<file path="config.mk">
export PLATFORM = sky130hd
export DESIGN_NAME = stable_sorted_priority_queue_top
export DESIGN_NICKNAME = d
export VERILOG_FILES = /design/src/sv/sspq_pkg.sv /design/src/sv/sspq_cell.sv /design/src/sv/stable_sorted_priority_queue_top.sv
export SDC_FILE = /design/constraint.sdc
export NUM_CORES = 1
export LEC_CHECK = 0
export BUFFER_PORTS_ARGS = -buffer_cell sky130_fd_sc_hd__buf_2
export CORE_AREA = 8 8 169 251
export CTS_CLUSTER_DIAMETER = 60
export DETAILED_ROUTE_END_ITERATION = 10
export DIE_AREA = 0 0 177 259
export PLACE_DENSITY = 0.73
export SLEW_MARGIN = 20
export SYNTH_ARGS = -nofsm -noshare
export SYNTH_HDL_FRONTEND = slang
export SYNTH_SLANG_ARGS = --single-unit
</file>
<file path="constraint.sdc">
create_clock -name clk -period 10.4 [get_ports clk]
set_input_delay 1.04 -clock clk [delete_from_list [all_inputs] [get_ports clk]]
set_output_delay 1.04 -clock clk [all_outputs]
set_load 0.01 [all_outputs]
</file>
<file path="src/sv/sspq_pkg.sv">
// Shared types, sizes and codes for the stable sorted priority queue.
package sspq_pkg;

  // Sizes.
  localparam int CAPACITY = 16;
  localparam int KEY_BITS = 4;
  localparam int VEH_W    = 17;
  localparam int PAS_W    = 3;
  localparam int CNT_W    = $clog2(CAPACITY + 1);

  // Opcodes.
  localparam logic OP_INSERT = 1'b0;
  localparam logic OP_POP    = 1'b1;

  // Result status codes.
  localparam logic [1:0] ST_OK    = 2'd0;
  localparam logic [1:0] ST_FULL  = 2'd1;
  localparam logic [1:0] ST_EMPTY = 2'd2;

  // Input beat.
  typedef struct packed {
    logic                opcode;
    logic [KEY_BITS-1:0] priority_key;
    logic [VEH_W-1:0]    vehicle_id;
    logic [PAS_W-1:0]    passenger_count;
  } in_item_t;

  // Result beat.
  typedef struct packed {
    logic [1:0]          status;
    logic                out_valid;
    logic [KEY_BITS-1:0] out_key;
    logic [VEH_W-1:0]    out_vehicle_id;
    logic [PAS_W-1:0]    out_passenger_count;
    logic [CNT_W-1:0]    entry_count;
  } out_item_t;

  // One stored entry.
  typedef struct packed {
    logic [KEY_BITS-1:0] key;
    logic [VEH_W-1:0]    vehicle;
    logic [PAS_W-1:0]    passengers;
  } slot_t;

  // Per-cell control: insert, pop and occupied.
  typedef struct packed {
    logic ins;
    logic pop;
    logic occupied;
  } cell_ctrl_t;

endpackage

</file>
<file path="src/sv/sspq_cell.sv">
// One cell of the sorted row: holds one entry and shifts it left or right.
module sspq_cell
  import sspq_pkg::*;
(
  input  logic       clk,
  input  cell_ctrl_t ctrl,
  input  slot_t      new_entry,
  input  slot_t      left_entry,
  input  slot_t      right_entry,
  input  logic       left_keep,
  output logic       keep,
  output slot_t      entry_r
);

  slot_t entry_nxt;

  // The entry stays put on insert when it ranks at or above the new key.
  assign keep = ctrl.occupied && (entry_r.key >= new_entry.key);

  // Insert: first cell that does not keep takes the new entry, later cells
  // take their left neighbor. Pop: every cell takes its right neighbor.
  always_comb begin
    entry_nxt = entry_r;
    if (ctrl.ins) begin
      if (!keep) begin
        entry_nxt = left_keep ? new_entry : left_entry;
      end
    end else if (ctrl.pop) begin
      entry_nxt = right_entry;
    end
  end

  always_ff @(posedge clk) begin
    entry_r <= entry_nxt;
  end

endmodule

</file>
<file path="src/sv/stable_sorted_priority_queue_top.sv">
// Top level: sorted row of cells, occupancy count and result register.
// The result beat is registered in the cycle after the input beat is accepted.
// Throughput: one insert or pop per cycle while in_ready is high; the cell row
// shifts as a whole, and the result register drains while the next beat enters.
// Reset clears the occupancy count and the result valid; stored entries are
// undefined until written and are never read above the occupancy.
module stable_sorted_priority_queue_top
  import sspq_pkg::*;
(
  input  logic      clk,
  input  logic      rst_n,
  input  logic      in_valid,
  output logic      in_ready,
  input  in_item_t  in_item,
  output logic      out_valid,
  input  logic      out_ready,
  output out_item_t out_item
);

  logic [CNT_W-1:0] count_r, count_nxt;
  logic             out_valid_r, out_valid_nxt;
  out_item_t        out_item_r, out_item_nxt;

  logic             fire, is_full, is_empty, do_ins, do_pop;
  slot_t            new_entry;
  slot_t            cell_q [CAPACITY];
  logic             keep   [CAPACITY];

  // Accept a beat whenever the result register is free or being emptied.
  assign in_ready  = !out_valid_r || out_ready;
  assign fire      = in_valid && in_ready;
  assign is_full   = (count_r == CNT_W'(CAPACITY));
  assign is_empty  = (count_r == '0);
  assign do_ins    = fire && (in_item.opcode == OP_INSERT) && !is_full;
  assign do_pop    = fire && (in_item.opcode == OP_POP) && !is_empty;

  assign new_entry.key        = in_item.priority_key;
  assign new_entry.vehicle    = in_item.vehicle_id;
  assign new_entry.passengers = in_item.passenger_count;

  // Row of cells, head at index zero.
  for (genvar i = 0; i < CAPACITY; i++) begin : g_cell
    cell_ctrl_t ctrl;
    slot_t      left_e;
    slot_t      right_e;
    logic       left_k;

    assign ctrl.ins      = do_ins;
    assign ctrl.pop      = do_pop;
    assign ctrl.occupied = (CNT_W'(i) < count_r);

    if (i == 0) begin : g_head
      assign left_e = new_entry;
      assign left_k = 1'b1;
    end else begin : g_body
      assign left_e = cell_q[i-1];
      assign left_k = keep[i-1];
    end

    if (i == CAPACITY - 1) begin : g_tail
      assign right_e = cell_q[i];
    end else begin : g_inner
      assign right_e = cell_q[i+1];
    end

    sspq_cell u_cell (
      .clk         (clk),
      .ctrl        (ctrl),
      .new_entry   (new_entry),
      .left_entry  (left_e),
      .right_entry (right_e),
      .left_keep   (left_k),
      .keep        (keep[i]),
      .entry_r     (cell_q[i])
    );
  end

  // Occupancy and result beat.
  always_comb begin
    count_nxt     = count_r;
    out_valid_nxt = out_valid_r;
    out_item_nxt  = out_item_r;
    if (out_ready) begin
      out_valid_nxt = 1'b0;
    end
    if (do_ins) begin
      count_nxt = count_r + CNT_W'(1);
    end else if (do_pop) begin
      count_nxt = count_r - CNT_W'(1);
    end
    if (fire) begin
      out_valid_nxt                    = 1'b1;
      out_item_nxt                     = '0;
      out_item_nxt.entry_count         = count_nxt;
      if (in_item.opcode == OP_INSERT) begin
        out_item_nxt.status = is_full ? ST_FULL : ST_OK;
      end else if (is_empty) begin
        out_item_nxt.status = ST_EMPTY;
      end else begin
        out_item_nxt.status              = ST_OK;
        out_item_nxt.out_valid           = 1'b1;
        out_item_nxt.out_key             = cell_q[0].key;
        out_item_nxt.out_vehicle_id      = cell_q[0].vehicle;
        out_item_nxt.out_passenger_count = cell_q[0].passengers;
      end
    end
  end

  always_ff @(posedge clk) begin
    if (!rst_n) begin
      count_r     <= '0;
      out_valid_r <= 1'b0;
    end else begin
      count_r     <= count_nxt;
      out_valid_r <= out_valid_nxt;
    end
    out_item_r <= out_item_nxt;
  end

  assign out_valid = out_valid_r;
  assign out_item  = out_item_r;

  // The occupancy never passes the capacity.
  a_count_bound: assert property (@(posedge clk) disable iff (!rst_n)
    count_r <= CNT_W'(CAPACITY))
    else $error("occupancy above capacity");

  // The head never ranks below the second entry.
  a_head_sorted: assert property (@(posedge clk) disable iff (!rst_n)
    (count_r >= CNT_W'(2)) |-> (cell_q[0].key >= cell_q[1].key))
    else $error("head entry out of order");

  // An insert into a full queue leaves the count alone and reports full.
  a_full_reject: assert property (@(posedge clk) disable iff (!rst_n)
    (fire && (in_item.opcode == OP_INSERT) && is_full)
      |=> (count_r == CNT_W'(CAPACITY)) && (out_item_r.status == ST_FULL))
    else $error("full insert not rejected");

  // A pop on an empty queue reports empty and returns no entry.
  a_empty_pop: assert property (@(posedge clk) disable iff (!rst_n)
    (fire && (in_item.opcode == OP_POP) && is_empty)
      |=> (out_item_r.status == ST_EMPTY) && !out_item_r.out_valid)
    else $error("empty pop not reported");

  // The reported count always matches the occupancy it leaves behind.
  a_count_report: assert property (@(posedge clk) disable iff (!rst_n)
    fire |=> (out_item_r.entry_count == count_r))
    else $error("reported count mismatch");

endmodule
</file>
==> results.md <==
- Root Buffer: clkbuf_16
- Layout cells sized above 1: 10.4%
- CP Launch Type: flop
- P_leak: 8.39 nW
- Buffers on Ports: 62
- Routed Antenna Nets: 0
- Share of the synthesized area in the top cell type: 57.5%
- Ys async rst share: 0%
- Max Fclk: 224 MHz
- Chip Height: 259 µm
- DR WL/cell: 24.5 µm
- GR Overflow Total: 0
- Die Wd: 177 µm
- Top cells by area, synth: edfxtp_1 58%, o211ai_1 8.2%, nand2_1 6.9%
- RePlAce Congestion: 0.860
- RSZ-0062 raised after global routing: false
- Synth top cells by count: 416 x edfxtp_1, 400 x nand2_1, 241 x nand3_1
- Core Rows: 89
- Cell variety after synth: 51
- Power per cell area: 199 nW/µm²
- Worst Path Arrival: 4.71 ns
- Leading area contributor after synthesis: edfxtp_1
- Max-slew violations: 0
- Clock transition at path regs: 0.07 ns
- First-pass DRT Iterations: 6
- Multi-input logic area: 8340 µm²
- Final hold vios: 0
- Final setup fails: 0
- Vias: 16,536
- Most common cell in the synthesized netlist: edfxtp_1
- Met1 wire length: 22,800 µm
- Clk sink count: 422
- Clock latency on the worst-skew pair: 0.54 ns
- Cts hold-fix bufs: 0
- Hold crit path type: reg -> reg
- Layout filler cell count: 3,143
- FF+latch area: 12,600 µm²
- #FFs+latches synth: 422
- Max clock buf depth: 3
- Post-DP HPWL: 36,100 µm
- Slew HR: 22.9%
- CTS H-Tree Depth: 2
- Status: finished clean
- Core area: 38,900 µm²
- Post-synth EDFFs: 416
- Total power draw: 4.68 mW
- WL met2: 29,400 µm
- Largest net degree at the start of global routing: 230
- GRT Overall Usage: 26.2%
- Initial Util: 55.9%
- Tcrit/Tclk final: 42.9%
- Initial antenna violation count: 2
- CTS tree: built
- Syn_nets: 2,096
- Post-Route WL: 60,800 µm
- Vias per cell: 6.67
- Top sig layer: met5
- Max-cap viol count: 0
- First-pass GRT wire length: 94,100 µm
- WP data required: 10.65 ns
- Die area: 45,800 µm²
- Warnings, synthesis: 0
- Worst Setup End Kind: flop
- DR iter-0 viols: 1,970
- Mapped cell area: 21,700 µm²
- Vias in the first global route: 16,176
- Worst Max-Slew Pin Slew: 1.16 ns
- Met3 WL: 5430 µm
- Final Net Count: 2,048
- I/O pin total: 63
- # Post-CTS Setup Buffers: 0
- Area Growth Syn to Fin: 8.24%
- Setup Skew: 0.0117 ns
- Final worst path period need: 4.46 ns
- CTS buffer count: 40
- Post-synth top flop: edfxtp_1
- TNS Setup: 0 ns
- Hold slack: 0.553 ns
- Peak ir drop on the vdd network: 0.164 mV
- Crit Path Class: reg -> reg
- Sequential fraction of the synthesis area: 58.1%
- Syn_area_per_cell: 10.9 µm²
- Mapped Cells: 1,999
- Crit Path Max Fanout: 229
- Post-route DRC: 0
- PostCTS Resize Cnt: 0
[layout by cell type, fill, tap and decap left out, types with 2 or more instances in the layout]
cell type and instances:
o221ai_1 10, o221ai_4 3, nand2b_1 7, a2111oi_1 3, bufinv_16 4, nand3_1 241, clkinv_1 9, clkbuf_16 41
nand2_2 8, nor3_4 3, o21ai_0 62, clkbuf_1 5, and2_1 6, ha_1 68, a21oi_1 31, or2_1 2
nand2_1 392, clkinv_2 7, buf_2 62, buf_4 31, and3_1 27, a31oi_1 24, mux2i_1 73, o21ai_1 60
dfxtp_1 6, mux2_2 24, a21o_1 2, inv_1 25, o211ai_1 237, nor2_1 40, xnor2_1 3, edfxtp_1 416
o21a_1 3, clkinvlp_4 4, nor3b_1 11, o21ai_2 5
[stage by stage]
| stage | cells | setup slack (ns) | area (µm²) | utilization, % |
|---|---|---|---|---|
| floorplan | 1999 | 5.64 | 21700 | - |
| global placement | 2409 | 5.71 | 22200 | 57.2 |
| detailed placement | 2409 | 5.58 | 22200 | 57.2 |
| CTS | 2480 | 6.07 | 23500 | 60.5 |
| global route | 2480 | 5.66 | 23500 | 60.5 |
| finish | 2481 | 5.94 | 23500 | 60.5 |
[final timing paths]
path | from | end | slack (ns) | depth (start not counted)
worst max register to register | count_r[4]$_SDFF_PN0_ | g_cell[6].u_cell.entry_r[3]$_DFFE_PP_ | 5.94 | 6
worst min-delay path | g_cell[1].u_cell.entry_r[2]$_DFFE_PP_ | g_cell[0].u_cell.entry_r[2]$_DFFE_PP_ | 0.55 | 2
worst min register to register | g_cell[1].u_cell.entry_r[2]$_DFFE_PP_ | g_cell[0].u_cell.entry_r[2]$_DFFE_PP_ | 0.55 | 2
worst max-delay path | count_r[4]$_SDFF_PN0_ | g_cell[6].u_cell.entry_r[3]$_DFFE_PP_ | 5.94 | 6
[sequential cells by signal, summed over array words and instances (netlist names)]
signal,cells
out_valid,1
count_r,5
out_item,32
g_cell.u_cell.entry_r,384
[worst max-delay path: stages (launching register included)]
cell and delay, ns:
dfxtp_1 0.80, nand4bb_1 0.30, nand4_1 0.23, buf_12 0.55
buf_4 0.87, buf_4 0.89, o21ai_0 0.22
[cell families after synthesis]
group	Yosys count	synth area share, %
AOI/OAI and AO/OA	452	13.9
xor gates and xnor gates	4	0.161
adders and majority gates	68	3.92
buffers and inverters	209	4.03
DFF	422	58.1
muxes	97	4.61
and+or+nand+nor	747	15.4
[area by class of cell]
cell class / instances / share of cell area [%]
Timing Repair Buffer: 94 / 2.39
Inverter: 25 / 0.399
Tap cell: 500 / 2.66
Clock buffer: 46 / 4.44
Sequential cell: 422 / 53.6
Antenna cell: 1 / 0.0106
Clock inverter: 25 / 0.969
Multi-Input combinational cell: 1368 / 35.5
[metal layers]
metal / GRT usage (%) / up-vias
met5: 0 / -
met1: 33.2 / 8043
li1: - / 7399
met2: 42.9 / 907
met4: 13.5 / 2
met3: 4.22 / 185
[power by group]
part,switching [mW],internal (mW),leakage [nW],total [mW]
sequential,0.132,2.21,4.00,2.34
clock,0.653,0.821,0.614,1.47
combinational,0.602,0.261,3.77,0.864
total,1.39,3.29,8.39,4.68
(Power assumes the default switching activity.)
